## config.mk

```make
export PLATFORM = sky130hd
export DESIGN_NAME = radio_module_frame_parser_unit_flat
export DESIGN_NICKNAME = d
export VERILOG_FILES = /design/src/rtl/core/rmfp_pkg.sv /design/src/rtl/core/rmfp_intf.sv /design/src/rtl/core/rmfp_parser.sv /design/src/rtl/core/rmfp_out_reg.sv /design/src/rtl/core/radio_module_frame_parser_unit.sv /design/src/flat_wrapper.sv
export VERILOG_INCLUDE_DIRS = /design/src /design/src/rtl/core
export SDC_FILE = /design/constraint.sdc
export NUM_CORES = 1
export LEC_CHECK = 0
export ABC_CLOCK_PERIOD_IN_PS = 8540
export BUFFER_PORTS_ARGS = -buffer_cell sky130_fd_sc_hd__buf_4
export CAP_MARGIN = 20
export CORE_AREA = 2 2 120 122
export CTS_CLUSTER_SIZE = 24
export DETAILED_ROUTE_END_ITERATION = 6
export DIE_AREA = 0 0 122 124
export PLACE_DENSITY = 0.62
export SKIP_LAST_GASP = 1
export SLEW_MARGIN = 5
export SYNTH_ARGS = -nofsm -noshare
export SYNTH_HDL_FRONTEND = slang
export SYNTH_SLANG_ARGS = --single-unit
export TNS_END_PERCENT = 1
```

## constraint.sdc

```tcl
create_clock -name clk_i -period 8.54 [get_ports clk_i]
set_input_delay 1.281 -clock clk_i [delete_from_list [all_inputs] [get_ports clk_i]]
set_output_delay 1.281 -clock clk_i [all_outputs]
set_load 0.05 [all_outputs]
```

## src/rtl/core/radio_module_frame_parser_unit_assert.svh

```systemverilog
// Assertion macros for the radio module frame parser.
`ifndef RADIO_MODULE_FRAME_PARSER_UNIT_ASSERT_SVH
`define RADIO_MODULE_FRAME_PARSER_UNIT_ASSERT_SVH

// Property checked on every clock edge outside reset.
`define RMFP_ASSERT(lbl, clk, rstn, prop) \
  lbl: assert property (@(posedge clk) disable iff (!rstn) (prop)) \
    else $error("rmfp assertion failed");

// Consequent checked in the cycle after the antecedent.
`define RMFP_ASSERT_NEXT(lbl, clk, rstn, ante, cons) \
  lbl: assert property (@(posedge clk) disable iff (!rstn) (ante) |=> (cons)) \
    else $error("rmfp assertion failed");

`endif

```

## src/rtl/core/rmfp_pkg.sv

```systemverilog
`default_nettype none

package rmfp_pkg;

  localparam logic [7:0] START_BYTE        = 8'h02;
  localparam logic [7:0] DATA_OPCODE       = 8'h81;
  localparam logic [7:0] READ_OPCODE       = 8'h4a;
  localparam logic [7:0] LEN_OVERHEAD      = 8'd5;
  localparam int unsigned REPLY_HEADER_BYTES = 4;
  localparam logic [7:0] READ_BYTE_INDEX   = 8'd2;

  typedef enum logic [3:0] {
    ST_IDLE       = 4'd0,
    ST_OPCODE     = 4'd1,
    ST_REPLY_LEN  = 4'd2,
    ST_REPLY_DATA = 4'd3,
    ST_DATA_LEN   = 4'd4,
    ST_SOURCE     = 4'd5,
    ST_DEST       = 4'd6,
    ST_TYPE       = 4'd7,
    ST_PAYLOAD    = 4'd8,
    ST_PRIORITY   = 4'd9,
    ST_STRENGTH   = 4'd10,
    ST_CHECK      = 4'd11
  } parse_state_e;

  typedef enum logic [1:0] {
    KIND_PAYLOAD    = 2'd0,
    KIND_REPLY_DONE = 2'd1,
    KIND_REPLY_DROP = 2'd2
  } kind_e;

  typedef struct packed {
    kind_e      kind;
    logic [7:0] source_id;
    logic [7:0] dest_id;
    logic [7:0] msg_type;
    logic [7:0] msg_priority;
    logic [7:0] payload_byte;
    logic       last_byte;
    logic [7:0] reply_opcode;
    logic       read_valid;
    logic [7:0] read_value;
  } result_t;

endpackage

`default_nettype wire

```

## src/rtl/core/rmfp_intf.sv

```systemverilog
`default_nettype none

interface rmfp_rx_if;
  logic       valid;
  logic       ready;
  logic [7:0] rx_byte;

  modport source (output valid, output rx_byte, input ready);
  modport sink   (input valid, input rx_byte, output ready);
endinterface

interface rmfp_res_if;
  logic       valid;
  logic       ready;
  logic [1:0] kind;
  logic [7:0] source_id;
  logic [7:0] dest_id;
  logic [7:0] msg_type;
  logic [7:0] msg_priority;
  logic [7:0] payload_byte;
  logic       last_byte;
  logic [7:0] reply_opcode;
  logic       read_valid;
  logic [7:0] read_value;

  modport source (
    output valid, output kind, output source_id, output dest_id, output msg_type,
    output msg_priority, output payload_byte, output last_byte, output reply_opcode,
    output read_valid, output read_value, input ready
  );
  modport sink (
    input valid, input kind, input source_id, input dest_id, input msg_type,
    input msg_priority, input payload_byte, input last_byte, input reply_opcode,
    input read_valid, input read_value, output ready
  );
endinterface

`default_nettype wire

```

## src/rtl/core/rmfp_parser.sv

```systemverilog
`default_nettype none

module rmfp_parser #(
  parameter int unsigned REPLY_BUFFER_BYTES = 16
) (
  input  wire logic              clk_i,
  input  wire logic              rst_ni,
  input  wire logic              accept_i,
  input  wire logic [7:0]        byte_i,
  output logic                   res_valid_o,
  output rmfp_pkg::result_t      res_o
);
  import rmfp_pkg::*;

  // Largest reply length that still fits the reply buffer.
  localparam logic [7:0] REPLY_LIMIT = 8'(REPLY_BUFFER_BYTES - REPLY_HEADER_BYTES);

  parse_state_e st_q, st_d;
  logic [7:0] cnt_q, cnt_d;
  logic [7:0] pay_len_q, pay_len_d;
  logic [7:0] rep_len_q, rep_len_d;
  logic [7:0] opcode_q, opcode_d;
  logic [7:0] src_q, src_d;
  logic [7:0] dst_q, dst_d;
  logic [7:0] typ_q, typ_d;
  logic [7:0] prio_q, prio_d;
  logic [7:0] third_q, third_d;
  logic [7:0] cnt_inc;
  logic       reply_big;

  assign cnt_inc   = cnt_q + 8'd1;
  assign reply_big = byte_i > REPLY_LIMIT;

  // Next state
  always_comb begin
    st_d = st_q;
    if (accept_i) begin
      case (st_q)
        ST_IDLE:       if (byte_i == START_BYTE) st_d = ST_OPCODE;
        ST_OPCODE:     st_d = (byte_i == DATA_OPCODE) ? ST_DATA_LEN : ST_REPLY_LEN;
        ST_REPLY_LEN: begin
          if (reply_big || byte_i == 8'd0) st_d = ST_CHECK;
          else                              st_d = ST_REPLY_DATA;
        end
        ST_REPLY_DATA: if (cnt_inc >= rep_len_q) st_d = ST_CHECK;
        ST_DATA_LEN:   st_d = ST_SOURCE;
        ST_SOURCE:     st_d = ST_DEST;
        ST_DEST:       st_d = ST_TYPE;
        ST_TYPE:       st_d = ST_PRIORITY;
        ST_PRIORITY:   st_d = (pay_len_q != 8'd0) ? ST_PAYLOAD : ST_STRENGTH;
        ST_PAYLOAD:    if (cnt_inc >= pay_len_q) st_d = ST_STRENGTH;
        ST_STRENGTH:   st_d = ST_CHECK;
        ST_CHECK:      st_d = ST_IDLE;
        default:       st_d = ST_IDLE;
      endcase
    end
  end

  // Held header and counter registers
  always_comb begin
    cnt_d     = cnt_q;
    pay_len_d = pay_len_q;
    rep_len_d = rep_len_q;
    opcode_d  = opcode_q;
    src_d     = src_q;
    dst_d     = dst_q;
    typ_d     = typ_q;
    prio_d    = prio_q;
    third_d   = third_q;
    if (accept_i) begin
      case (st_q)
        ST_IDLE:       if (byte_i == START_BYTE) cnt_d = 8'd0;
        ST_OPCODE:     if (byte_i != DATA_OPCODE) opcode_d = byte_i;
        ST_REPLY_LEN:  if (!reply_big) rep_len_d = byte_i;
        ST_REPLY_DATA: begin
          if (cnt_q == READ_BYTE_INDEX) third_d = byte_i;
          cnt_d = cnt_inc;
        end
        ST_DATA_LEN:   pay_len_d = byte_i - LEN_OVERHEAD;
        ST_SOURCE:     src_d = byte_i;
        ST_DEST:       dst_d = byte_i;
        ST_TYPE:       typ_d = byte_i;
        ST_PRIORITY:   prio_d = byte_i;
        ST_PAYLOAD:    cnt_d = cnt_inc;
        default:       ;
      endcase
    end
  end

  // Result
  always_comb begin
    res_valid_o = 1'b0;
    res_o       = '0;
    if (accept_i) begin
      case (st_q)
        ST_REPLY_LEN: begin
          if (reply_big) begin
            res_valid_o        = 1'b1;
            res_o.kind         = KIND_REPLY_DROP;
            res_o.reply_opcode = opcode_q;
          end
        end
        ST_REPLY_DATA: begin
          if (cnt_inc >= rep_len_q) begin
            res_valid_o        = 1'b1;
            res_o.kind         = KIND_REPLY_DONE;
            res_o.reply_opcode = opcode_q;
            if (opcode_q == READ_OPCODE) begin
              res_o.read_valid = 1'b1;
              res_o.read_value = third_d;
            end
          end
        end
        ST_PAYLOAD: begin
          res_valid_o        = 1'b1;
          res_o.kind         = KIND_PAYLOAD;
          res_o.source_id    = src_q;
          res_o.dest_id      = dst_q;
          res_o.msg_type     = typ_q;
          res_o.msg_priority = prio_q;
          res_o.payload_byte = byte_i;
          res_o.last_byte    = cnt_inc >= pay_len_q;
        end
        default: ;
      endcase
    end
  end

  always_ff @(posedge clk_i or negedge rst_ni) begin
    if (!rst_ni) begin
      st_q      <= ST_IDLE;
      cnt_q     <= '0;
      pay_len_q <= '0;
      rep_len_q <= '0;
      opcode_q  <= '0;
      src_q     <= '0;
      dst_q     <= '0;
      typ_q     <= '0;
      prio_q    <= '0;
      third_q   <= '0;
    end else begin
      st_q      <= st_d;
      cnt_q     <= cnt_d;
      pay_len_q <= pay_len_d;
      rep_len_q <= rep_len_d;
      opcode_q  <= opcode_d;
      src_q     <= src_d;
      dst_q     <= dst_d;
      typ_q     <= typ_d;
      prio_q    <= prio_d;
      third_q   <= third_d;
    end
  end

endmodule

`default_nettype wire

```

## src/rtl/core/rmfp_out_reg.sv

```systemverilog
`default_nettype none

module rmfp_out_reg (
  input  wire logic              clk_i,
  input  wire logic              rst_ni,
  input  wire logic              load_i,
  input  wire rmfp_pkg::result_t res_i,
  input  wire logic              out_ready_i,
  output logic                   space_o,
  output logic                   out_valid_o,
  output rmfp_pkg::result_t      out_o
);
  import rmfp_pkg::*;

  logic    valid_q, valid_d;
  result_t data_q;

  // Free when empty or when the held transaction leaves this cycle.
  assign space_o     = !valid_q || out_ready_i;
  assign out_valid_o = valid_q;
  assign out_o       = data_q;

  always_comb begin
    valid_d = valid_q;
    if (load_i)           valid_d = 1'b1;
    else if (out_ready_i) valid_d = 1'b0;
  end

  always_ff @(posedge clk_i or negedge rst_ni) begin
    if (!rst_ni) begin
      valid_q <= 1'b0;
    end else begin
      valid_q <= valid_d;
    end
  end

  always_ff @(posedge clk_i) begin
    if (load_i) begin
      data_q <= res_i;
    end
  end

endmodule

`default_nettype wire

```

## src/rtl/core/radio_module_frame_parser_unit.sv

```systemverilog
// Channel   Dir  Payload                                           Handshake
// rx_i      in   rx_byte                                           valid/ready
// res_o     out  kind, header ids, payload/last, reply fields      valid/ready
//
// One byte per cycle while rx_i.ready is high; each byte updates the parser in the cycle it is taken.
// A result shows on res_o the cycle after its byte; one output register.
// rx_i.ready is low only while a result is held and res_o.ready is low.
// Reset clears the parser to idle and all held header bytes to zero.
`default_nettype none

module radio_module_frame_parser_unit #(
  parameter int unsigned REPLY_BUFFER_BYTES = 16
) (
  input  wire logic clk_i,
  input  wire logic rst_ni,
  rmfp_rx_if.sink   rx_i,
  rmfp_res_if.source res_o
);
  import rmfp_pkg::*;

  logic    accept;
  logic    space;
  logic    res_valid;
  result_t res;
  result_t out_data;

  assign rx_i.ready = space;
  assign accept     = rx_i.valid && space;

  rmfp_parser #(
    .REPLY_BUFFER_BYTES(REPLY_BUFFER_BYTES)
  ) u_parser (
    .clk_i       (clk_i),
    .rst_ni      (rst_ni),
    .accept_i    (accept),
    .byte_i      (rx_i.rx_byte),
    .res_valid_o (res_valid),
    .res_o       (res)
  );

  rmfp_out_reg u_out_reg (
    .clk_i       (clk_i),
    .rst_ni      (rst_ni),
    .load_i      (res_valid),
    .res_i       (res),
    .out_ready_i (res_o.ready),
    .space_o     (space),
    .out_valid_o (res_o.valid),
    .out_o       (out_data)
  );

  assign res_o.kind         = out_data.kind;
  assign res_o.source_id    = out_data.source_id;
  assign res_o.dest_id      = out_data.dest_id;
  assign res_o.msg_type     = out_data.msg_type;
  assign res_o.msg_priority = out_data.msg_priority;
  assign res_o.payload_byte = out_data.payload_byte;
  assign res_o.last_byte    = out_data.last_byte;
  assign res_o.reply_opcode = out_data.reply_opcode;
  assign res_o.read_valid   = out_data.read_valid;
  assign res_o.read_value   = out_data.read_value;

`include "radio_module_frame_parser_unit_assert.svh"

  `RMFP_ASSERT(a_stall_blocks_rx, clk_i, rst_ni, !(res_o.valid && !res_o.ready && rx_i.ready))
  `RMFP_ASSERT(a_payload_clean, clk_i, rst_ni, !(res_o.valid && res_o.kind == KIND_PAYLOAD && (res_o.reply_opcode != 8'd0 || res_o.read_valid)))
  `RMFP_ASSERT(a_read_is_done, clk_i, rst_ni, !(res_o.valid && res_o.read_valid && (res_o.kind != KIND_REPLY_DONE || res_o.reply_opcode != READ_OPCODE)))
  `RMFP_ASSERT_NEXT(a_result_follows, clk_i, rst_ni, res_valid, res_o.valid)

endmodule

`default_nettype wire

```

## src/flat_wrapper.sv

```systemverilog
// flat-port wrapper written by rule: the top's interface ports become plain ports
module radio_module_frame_parser_unit_flat import rmfp_pkg::*;
#(
  parameter int unsigned REPLY_BUFFER_BYTES = 16
)
  (clk_i, rst_ni, rx_i_valid, rx_i_rx_byte, rx_i_ready, res_o_valid, res_o_kind, res_o_source_id, res_o_dest_id, res_o_msg_type, res_o_msg_priority, res_o_payload_byte, res_o_last_byte, res_o_reply_opcode, res_o_read_valid, res_o_read_value, res_o_ready);
  rmfp_rx_if rx_i_i ();
  rmfp_res_if res_o_i ();
  input  wire logic clk_i;
  input  wire logic rst_ni;
  input wire logic [$bits(rx_i_i.valid)-1:0] rx_i_valid;
  input wire logic [$bits(rx_i_i.rx_byte)-1:0] rx_i_rx_byte;
  output wire logic [$bits(rx_i_i.ready)-1:0] rx_i_ready;
  output wire logic [$bits(res_o_i.valid)-1:0] res_o_valid;
  output wire logic [$bits(res_o_i.kind)-1:0] res_o_kind;
  output wire logic [$bits(res_o_i.source_id)-1:0] res_o_source_id;
  output wire logic [$bits(res_o_i.dest_id)-1:0] res_o_dest_id;
  output wire logic [$bits(res_o_i.msg_type)-1:0] res_o_msg_type;
  output wire logic [$bits(res_o_i.msg_priority)-1:0] res_o_msg_priority;
  output wire logic [$bits(res_o_i.payload_byte)-1:0] res_o_payload_byte;
  output wire logic [$bits(res_o_i.last_byte)-1:0] res_o_last_byte;
  output wire logic [$bits(res_o_i.reply_opcode)-1:0] res_o_reply_opcode;
  output wire logic [$bits(res_o_i.read_valid)-1:0] res_o_read_valid;
  output wire logic [$bits(res_o_i.read_value)-1:0] res_o_read_value;
  input wire logic [$bits(res_o_i.ready)-1:0] res_o_ready;
  assign rx_i_i.valid = rx_i_valid;
  assign rx_i_i.rx_byte = rx_i_rx_byte;
  assign rx_i_ready = rx_i_i.ready;
  assign res_o_valid = res_o_i.valid;
  assign res_o_kind = res_o_i.kind;
  assign res_o_source_id = res_o_i.source_id;
  assign res_o_dest_id = res_o_i.dest_id;
  assign res_o_msg_type = res_o_i.msg_type;
  assign res_o_msg_priority = res_o_i.msg_priority;
  assign res_o_payload_byte = res_o_i.payload_byte;
  assign res_o_last_byte = res_o_i.last_byte;
  assign res_o_reply_opcode = res_o_i.reply_opcode;
  assign res_o_read_valid = res_o_i.read_valid;
  assign res_o_read_value = res_o_i.read_value;
  assign res_o_i.ready = res_o_ready;
  radio_module_frame_parser_unit #(.REPLY_BUFFER_BYTES(REPLY_BUFFER_BYTES)) u_core (.clk_i(clk_i), .rst_ni(rst_ni), .rx_i(rx_i_i), .res_o(res_o_i));
endmodule
```

==> results of run 1 <==
==> cells in the mapped netlist (2+ instances only) <==
library cell	n
nor4_1	6
nand4_1	5
and2_1	39
dfrtp_1	77
nor2b_1	11
a21o_1	2
inv_1	22
o21ai_0	23
nand2_1	34
nor3b_1	8
o21a_1	2
mux2_2	43
or4_1	2
edfxtp_1	60
nor2_1	26
and3_1	2
a31oi_1	2
xor2_1	6
a21oi_1	11
buf_2	6
a22o_1	6
nor3_1	5
ha_1	22
or2_2	2
a211oi_1	2
clkbuf_1	15
nand2b_1	6
xnor2_1	6
nand3_1	5
==> power by group <==
part / internal [uW] / switching [uW] / leakage (uW) / total, uW
clock network: 549 / 282 / 0.000325 / 831
registers: 828 / 84.0 / 0.00155 / 912
logic: 208 / 334 / 0.00134 / 541
==> per-layer routing <==
metal | vias up | wire length [um] | global-route usage, %
li1 | 1839 | - | -
met1 | 1843 | 5542 | 22.54
met2 | 92 | 6263 | 30.27
met3 | 19 | 487 | 4.304
met4 | 0 | 257 | 8.477
met5 | - | 0 | 0
==> worst max-delay path: stages, from the launching register on <==
cell	delay (ns)
dfrtp_1	0.45
nand3_1	0.23
nor2_1	0.19
xor2_1	0.27
ha_1	0.21
nand4_1	0.10
o311ai_1	0.66
a211oi_1	0.26
a21oi_4	0.58
buf_4	0.55
==> worst paths after layout <==
| check | to | slack (ns) | cells after the start | from |
|---|---|---|---|---|
| max | u_core.u_out_reg.out_o[19] | 4.65 | 9 | u_core.u_parser.cnt_q[2] |
| min | u_core.u_parser.typ_q[0] | 0.48 | 2 | u_core.u_parser.typ_q[0] |
| max reg2reg | u_core.u_out_reg.out_o[19] | 4.65 | 9 | u_core.u_parser.cnt_q[2] |
| min reg2reg | u_core.u_parser.typ_q[0] | 0.48 | 2 | u_core.u_parser.typ_q[0] |
| max in group asynchronous | u_core.u_parser.typ_q[3] | 6.90 | 1 | rst_ni |
| min in group asynchronous | u_core.u_parser.third_q[2] | 1.02 | 1 | rst_ni |
==> per-stage QoR <==
step	utilization (%)	hold WS [ns]	setup slack, ns
6_report	54.28	0.4765	4.645
5_1_grt	54.28	0.5066	4.213
4_1_cts	54.28	0.4801	4.622
3_5_place_dp	49.38	0.4662	4.566
3_3_place_gp	49.38	0.4631	4.685
2_1_floorplan	-	0.4418	2.770
==> state kept, by name, summed over array words and instances, names as in the netlist, 8 cells and up <==
register                   count
u_core.u_parser.dst_q          8
u_core.u_parser.opcode_q       8
u_core.u_parser.cnt_q          8
u_core.u_out_reg.out_o        60
u_core.u_parser.pay_len_q      8
u_core.u_parser.rep_len_q      8
u_core.u_parser.src_q          8
u_core.u_parser.prio_q         8
u_core.u_parser.typ_q          8
u_core.u_parser.third_q        8
==> cells by family after synthesis <==
kind of cell | share of synthesized area, %
flops | 61.53
simple gates | 14.54
buf+inv | 2.973
fa+ha+maj | 4.543
compound gates | 6.525
xor+xnor | 1.734
mux | 8.156
==> cell type report <==
class                      count  area, um^2
sequential                   137        3729
multi-input combinational    298        2167
timing repair buffer          76       570.5
clock inverter                15       247.7
clock buffer                  17       425.4
tap                          180       225.2
fill                        1170        6272
inverter                      22       82.58
==> results.tsv, run 1 <==
stage	metric	value	unit
drt	vias per cell	5.091	
timing	min Tclk post-route	3.895	ns
final_layout	commonest non-fill, non-tap cell in the layout	dfrtp_1	
global_route	first-pass GRT wire length	20300	um
synth	Synth Warn #	0	
clocking	post-CTS sizing	0	
clocking	root buf cell	clkbuf_16	
clocking	total CTS buffers	17	
final_layout	final non-filler cell total	745	
setup_path	Crit Path Class	flip-flop to flip-flop	
power_and_ir_drop	Lkg Pwr	0.003220	uW
global_route	aggregate global-route resource usage	18.19	%
timing	final worst path period share	45.61	%
global_route	initial antenna violation count	0	
power_and_ir_drop	Pwr Density	306.7	nW/um^2
setup_path	Worst Path Required	8.59	ns
setup_path	data arrival time of the critical path	3.95	ns
synth	Distinct cells, synth	52	
drt	DRT antenna net count	0	
power_and_ir_drop	Tot Pwr	2284	uW
synth	Post-synth EDFFs	60	
placed_design	global placer's final weighted congestion	0.8853	
synth	ys flop type	dfrtp_1	
die	Die Y-Extent	124	um
placed_design	IO Port Bufs	73	
placed_design	# placed instances	713	
die	I/O pins	74	
timing	Worst Tran Pin Value	0.9691	ns
drt	Remaining DRCs	0	
die	DIE AREA	15130	um^2
clocking	CTS clk-pin slew, worst paths	0.06	ns
die	Core Area	13720	um^2
clocking	latest clock arrival within the worst-skew pair	0.42	ns
drt	wire length per cell	16.85	um
final_layout	most frequent cells in the layout	dfrtp_1 (77), buf_4 (76), edfxtp_1 (60)	
die	row cnt	43	
timing	RSZ-0062 raised after global routing	false	
synth	Seq/Total Area, Yosys	61.53	%
global_route	largest net degree at the start of global routing	78	
synth	Yosys top cell area share	31.80	%
final_layout	antenna diode count	0	
synth	Avg Cell Area, Syn	12.65	um^2
min_path	class of the tightest hold or removal check	flip-flop to flip-flop	
die	effective utilization at floorplan	44.17	%
timing	Rel. slew slack	35.39	%
setup_path	Worst setup SP type	flip-flop	
synth	area leader, netlist	dfrtp_1	
outcome	status	completed	
placed_design	Placed Area	6774	um^2
job	MaxCap Viol Count	0	
timing	final setup vio count	0	
setup_path	Crit. End Element	flip-flop	
placed_design	post-DP HPWL	8435	um
global_route	total gr overflow	0	
clocking	setup repair bufs after CTS	0	
timing	Clock Skews	0.01421	ns
drt	DRT Wirelength	12550	um
final_layout	Area growth, synth to finish	22.90	%
synth	Seq cells post-synth	137	
synth	Post-Syn Area	6060	um^2
synth	Syn Nets	513	
drt	DR iter-0 viols	207	
timing	Final Hold Viols	0	
synth	ys async rst share	56.20	%
final_layout	cell area after layout	7447	um^2
global_route	vias in the first global route	3879	
timing	max-slew violations	0	
final_layout	final net count	586	
synth	top post-synthesis cells by area	dfrtp_1 (32%), edfxtp_1 (30%), mux2_2 (8.0%), ha_1 (4.5%), and2_1 (4.0%)	
drt	vias after detailed routing	3793	
timing	Fmax	256.8	MHz
synth	Synth Instances	479	
die	Die Wd	122	um
clocking	cts hold-fix bufs	0	
clocking	H-tree depth	4	
clocking	CTS Sinks	137	
clocking	CTS tree	done	
power_and_ir_drop	worst-case vdd ir drop	137.7	uV
clocking	CTS max path bufs	2	
final_layout	share of layout cells above drive strength 1	28.14	%
drt	drt first pass iters	4	
setup_path	CP max FO	41	
timing	TNS Setup	0	ns
Power figures use the tool's default switching activity.
==> run 2: changes to the inputs <==
--- a/config.mk
+++ b/config.mk
@@ -6,14 +6,14 @@
 export SDC_FILE = /design/constraint.sdc
 export NUM_CORES = 1
 export LEC_CHECK = 0
-export ABC_CLOCK_PERIOD_IN_PS = 8540
+export ABC_CLOCK_PERIOD_IN_PS = 3200
 export BUFFER_PORTS_ARGS = -buffer_cell sky130_fd_sc_hd__buf_4
 export CAP_MARGIN = 20
 export CORE_AREA = 2 2 120 122
 export CTS_CLUSTER_SIZE = 24
 export DETAILED_ROUTE_END_ITERATION = 6
 export DIE_AREA = 0 0 122 124
-export PLACE_DENSITY = 0.62
+export PLACE_DENSITY = 0.64
 export SKIP_LAST_GASP = 1
 export SLEW_MARGIN = 5
 export SYNTH_ARGS = -nofsm -noshare
==> constraint.sdc (replaced) <==
create_clock -name clk_i -period 3.2 [get_ports clk_i]
set_input_delay 0.48 -clock clk_i [delete_from_list [all_inputs] [get_ports clk_i]]
set_output_delay 0.48 -clock clk_i [all_outputs]
set_load 0.05 [all_outputs]
==> results.tsv, run 2 (synthesized netlist as in run 1, its figures left out) <==
stage	metric	value	unit
global_route	first-pass GRT wire length	19490	um
die	I/O pins	74	
die	DIE AREA	15130	um^2
timing	TNS Setup	0	ns
clocking	total CTS buffers	17	
global_route	total gr overflow	0	
final_layout	share of layout cells above drive strength 1	28.97	%
timing	Rel. slew slack	49.10	%
global_route	largest net degree at the start of global routing	78	
global_route	GR Util met3	3.709	%
timing	max-slew violations	0	
timing	final setup vio count	0	
die	Die Y-Extent	124	um
setup_path	Worst setup SP type	flip-flop	
final_layout	most frequent cells in the layout	buf_4 (81), dfrtp_1 (77), edfxtp_1 (60)	
drt	drt first pass iters	5	
final_layout	commonest non-fill, non-tap cell in the layout	buf_4	
timing	min Tclk post-route	3.038	ns
die	effective utilization at floorplan	44.17	%
die	Die Wd	122	um
power_and_ir_drop	Psw	1863	uW
clocking	latest clock arrival within the worst-skew pair	0.41	ns
timing	worst hold slack	0.01270	ns
clocking	CTS max path bufs	2	
global_route	grt met1 use	23.02	%
power_and_ir_drop	clock share of power	33.1	%
power_and_ir_drop	Lkg Pwr	0.003258	uW
setup_path	r2r setup slk	0.16	ns
timing	Clock Skews	0.009134	ns
global_route	aggregate global-route resource usage	17.23	%
setup_path	reg2reg end	u_core.u_out_reg.out_o[11]	
drt	DRT antenna net count	0	
die	Core Area	13720	um^2
final_layout	area occupied by multi-input gates	2197	um^2
power_and_ir_drop	Gate power share	26.5	%
global_route	layer with the highest usage	met2	
placed_design	global placer's final weighted congestion	0.8819	
clocking	H-tree depth	4	
timing	final worst path period share	94.93	%
power_and_ir_drop	worst-case vdd ir drop	314.0	uV
final_layout	Largest register FFs	60	
setup_path	data arrival time of the critical path	3.20	ns
outcome	status	completed	
final_layout	# fillers	1202	
timing	Final Hold Viols	0	
timing	Fmax	329.2	MHz
global_route	vias in the first global route	3758	
global_route	M2 GR Usage	27.79	%
placed_design	IO Port Bufs	73	
setup_path	CP max FO	27	
clocking	root buf cell	clkbuf_16	
clocking	CTS clk-pin slew, worst paths	0.06	ns
power_and_ir_drop	Pint	4102	uW
power_and_ir_drop	Sw Share	31.23	%
min_path	class of the tightest hold or removal check	input port to asynchronous set/reset pin	
final_layout	final net count	594	
global_route	initial antenna violation count	0	
final_layout	post-layout util	54.81	%
setup_path	CP startpoint	u_core.u_parser.cnt_q[2]	
setup_path	reg2reg start	u_core.u_parser.cnt_q[2]	
drt	vias after detailed routing	3862	
setup_path	Crit. End Element	flip-flop	
timing	Worst Tran Pin Value	0.7621	ns
job	MaxCap Viol Count	0	
clocking	CTS tree	done	
setup_path	critical path capture point	u_core.u_out_reg.out_o[11]	
final_layout	antenna diode count	0	
placed_design	post-DP HPWL	8319	um
clocking	setup repair bufs after CTS	0	
setup_path	R2R depth	10	
drt	DR iter-0 viols	243	
drt	DRT Wirelength	12470	um
drt	vias per cell	5.129	
power_and_ir_drop	Pwr Density	793.2	nW/um^2
drt	wire length per cell	16.56	um
power_and_ir_drop	Seq pwr share	40.4	%
final_layout	Area growth, synth to finish	24.10	%
die	row cnt	43	
drt	Remaining DRCs	0	
setup_path	Crit Path Class	flip-flop to flip-flop	
final_layout	sequential cell area	3729	um^2
setup_path	Worst Path Required	3.36	ns
clocking	CTS Sinks	137	
==> run 2: power by group through the flow <==
stage               Combinational, uW  Clock (uW)  Sequential (uW)
floorplan                         877           0             2660
CTS                              1570        2010             2410
finish                           1580        1980             2410
global route                     1730        2080             2450
global placement                 1530           0             2430
detailed placement               1560           0             2440
==> run 2: what timing repair did <==
action | CTS | global route
hold endpoints to repair | 0 | 0
endpoints found under the setup margin | 0 | 55
gates resized for setup | 0 | 1
hold buffers | 0 | 0
==> run 2: how the worst min path moves through the flow <==
stage	from	end
after global placement	u_core.u_parser.src_q[0]	u_core.u_parser.src_q[0]
final	rst_ni	u_core.u_parser.third_q[5]
after CTS	rst_ni	u_core.u_parser.third_q[5]
after global routing	rst_ni	u_core.u_parser.third_q[5]
after detailed placement	u_core.u_parser.typ_q[0]	u_core.u_parser.typ_q[0]
after floorplan	rst_ni	u_core.u_out_reg.out_valid_o
==> run 2: final cells by class <==
type	count	area share, %
well taps	180	2.995
clock buffers	22	6.173
multi-input cells	298	29.22
repair buffers	84	9.052
clock inverters	10	1.880
inverters	22	1.098
flip-flops and latches	137	49.58
==> run 2: layer usage <==
| metal | share of wire [%] | vias to the layer above |
|---|---|---|
| li1 | - | 1860 |
| met1 | 46 | 1889 |
| met2 | 49 | 99 |
| met3 | 3.9 | 14 |
| met4 | 1.2 | 0 |
| met5 | 0 | - |
==> run 2: through the flow <==
stage	total power [uW]	instance area (um^2)	setup slack, ns	instances
after global placement	3956	6854	0.2703	719
final	5965	7520	0.1622	753
after global routing	6265	7520	-0.03570	753
after CTS	5994	7460	0.1851	751
after floorplan	3535	6096	-0.04993	479
after detailed placement	3999	6854	0.2131	719
==> run 2: worst max-delay path, stage by stage, from the launching register on <==
cell	delay, ns
dfrtp_1	0.47
nand3_1	0.22
nor2_1	0.26
xor2_2	0.22
ha_1	0.28
a21oi_1	0.16
a2bb2oi_1	0.26
o311ai_4	0.19
a211oi_2	0.35
a21oi_4	0.13
clkbuf_16	0.23
==> run 3: changes to the inputs <==
==> constraint.sdc (replaced) <==
create_clock -name clk_i -period 3.2 [get_ports clk_i]
set_input_delay 0.32 -clock clk_i [delete_from_list [all_inputs] [get_ports clk_i]]
set_output_delay 0.32 -clock clk_i [all_outputs]
set_load 0.05 [all_outputs]
==> results.tsv, run 3 (synthesized netlist as in run 1, its figures left out) <==
stage	metric	value	unit
die	effective utilization at floorplan	44.17	%
min_path	class of the tightest hold or removal check	input port to flip-flop	
final_layout	Largest register FFs	60	
die	Die Y-Extent	124	um
final_layout	antenna diode count	0	
setup_path	reg2reg end	u_core.u_out_reg.out_o[11]	
power_and_ir_drop	Pwr Density	792.4	nW/um^2
drt	DRT antenna net count	0	
power_and_ir_drop	Lkg Pwr	0.003262	uW
placed_design	Placed Area	6854	um^2
setup_path	Worst Path Required	3.36	ns
clocking	latest clock arrival within the worst-skew pair	0.41	ns
drt	highest metal used	met4	
setup_path	Crit. End Element	flip-flop	
global_route	initial antenna violation count	0	
placed_design	# placed instances	719	
timing	worst hold slack	0.1706	ns
placed_design	post-DP HPWL	8319	um
setup_path	reg2reg start	u_core.u_parser.cnt_q[2]	
timing	final worst path period share	95.03	%
power_and_ir_drop	worst-case vdd ir drop	313.5	uV
drt	DRT Wirelength	12480	um
timing	final setup vio count	0	
final_layout	final net count	595	
final_layout	share of layout cells above drive strength 1	28.92	%
clocking	CTS tree	done	
setup_path	CP Buf/Inv Count	1	
die	Core Area	13720	um^2
global_route	aggregate global-route resource usage	17.23	%
drt	drt first pass iters	5	
global_route	vias in the first global route	3758	
setup_path	cell family with most CP delay	compound AO/OA/AOI/OAI gates	
clocking	CTS clk-pin slew, worst paths	0.06	ns
placed_design	IO Port Bufs	73	
global_route	largest net degree at the start of global routing	78	
clocking	root buf cell	clkbuf_16	
die	Die Wd	122	um
die	I/O pins	74	
drt	met2 wire len	6204	um
setup_path	Crit Path Class	flip-flop to flip-flop	
setup_path	R2R depth	10	
setup_path	Critical Path, Cell by Cell	nand3_1 -> nor2_1 -> xor2_2 -> ha_1 -> a21oi_1 -> a2bb2oi_1 -> o311ai_4 -> a211oi_2 -> a21oi_4 -> clkbuf_16	
drt	DR iter-0 viols	236	
die	row cnt	43	
drt	Remaining DRCs	0	
global_route	first-pass GRT wire length	19490	um
timing	Final Hold Viols	0	
timing	Clock Skews	0.008677	ns
timing	Fmax	328.9	MHz
setup_path	Worst setup SP type	flip-flop	
final_layout	commonest non-fill, non-tap cell in the layout	buf_4	
min_path	WHS Endpoint	u_core.u_parser.rep_len_q[1]	
timing	TNS Setup	0	ns
drt	DR WL met3	479	um
drt	vias per cell	5.130	
final_layout	post-layout util	54.88	%
timing	max-slew violations	0	
setup_path	CP max FO	27	
timing	Rel. slew slack	49.04	%
final_layout	cell area after layout	7530	um^2
timing	min Tclk post-route	3.041	ns
final_layout	most frequent cells in the layout	buf_4 (81), dfrtp_1 (77), edfxtp_1 (60)	
placed_design	global placer's final weighted congestion	0.8819	
clocking	CTS max path bufs	2	
final_layout	Area growth, synth to finish	24.26	%
clocking	H-tree depth	4	
setup_path	Crit path largest cell delay	0.47	ns
drt	M1 WL	5661	um
die	DIE AREA	15130	um^2
global_route	total gr overflow	0	
job	MaxCap Viol Count	0	
setup_path	r2r setup slk	0.16	ns
final_layout	final non-filler cell total	754	
setup_path	data arrival time of the critical path	3.20	ns
drt	vias after detailed routing	3868	
clocking	CTS Sinks	137	
min_path	Hold Path Depth	3	
outcome	status	completed	
min_path	hold path start	rx_i_rx_byte[1]	
setup_path	CP max-delay cell	dfrtp_1	
clocking	total CTS buffers	17	
timing	Worst Tran Pin Value	0.7630	ns
drt	wire length per cell	16.55	um
[run 3: how the worst max path moves through the flow]
stage	slack (ns)	depth (start not counted)	from	end
4_1_cts	0.19	10	u_core.u_parser.cnt_q[2]	u_core.u_out_reg.out_o[28]
2_1_floorplan	-0.05	10	u_core.u_parser.cnt_q[3]	u_core.u_out_reg.out_o[0]
3_3_place_gp	0.27	10	u_core.u_parser.cnt_q[2]	u_core.u_out_reg.out_o[40]
5_1_grt	-0.04	9	u_core.u_parser.cnt_q[2]	u_core.u_out_reg.out_o[10]
6_report	0.16	10	u_core.u_parser.cnt_q[2]	u_core.u_out_reg.out_o[11]
3_5_place_dp	0.21	10	u_core.u_parser.cnt_q[2]	u_core.u_out_reg.out_o[8]
[run 3: routing by layer]
metal	up-vias	global-route usage (%)
li1	1861	-
met3	12	3.709
met4	0	6.466
met5	-	0
met2	90	27.79
met1	1905	23.02
[run 3: final cells by class]
cell class | count | area, um^2
Clock buffer | 22 | 464.2
Clock inverter | 10 | 141.4
Fill cell | 1203 | 6190
Inverter | 22 | 82.58
Multi-Input combinational cell | 298 | 2197
Sequential cell | 137 | 3729
Tap cell | 180 | 225.2
Timing Repair Buffer | 85 | 690.7
[run 3: report_power, final]
group	internal, uW	switching, uW	leakage, uW	total, uW
Combinational	625	956	0.00142	1580
Clock	1270	708	0.000289	1980
Sequential	2210	199	0.00155	2410
Total	4100	1860	0.00326	5970
[run 3: stage by stage]
step           worst slack, ns  power (uW)
5_1_grt               -0.03570        6266
2_1_floorplan         -0.04993        3535
4_1_cts                 0.1851        5994
3_3_place_gp            0.2703        3956
6_report                0.1591        5967
3_5_place_dp            0.2131        3999
[run 3: worst min-delay path, delay by kind of cell]
kind,cells,cell delay (ns)
AOI/OAI and AO/OA,1,0.06
buffers and inverters,1,0.12
and+or+nand+nor,1,0.05
[run 3: what timing repair did]
action	4_1_cts	5_1_grt
hold buffers	0	1
gates resized for setup	0	1
hold endpoints to repair	0	31
setup buffers	0	0
endpoints found under the setup margin	0	55
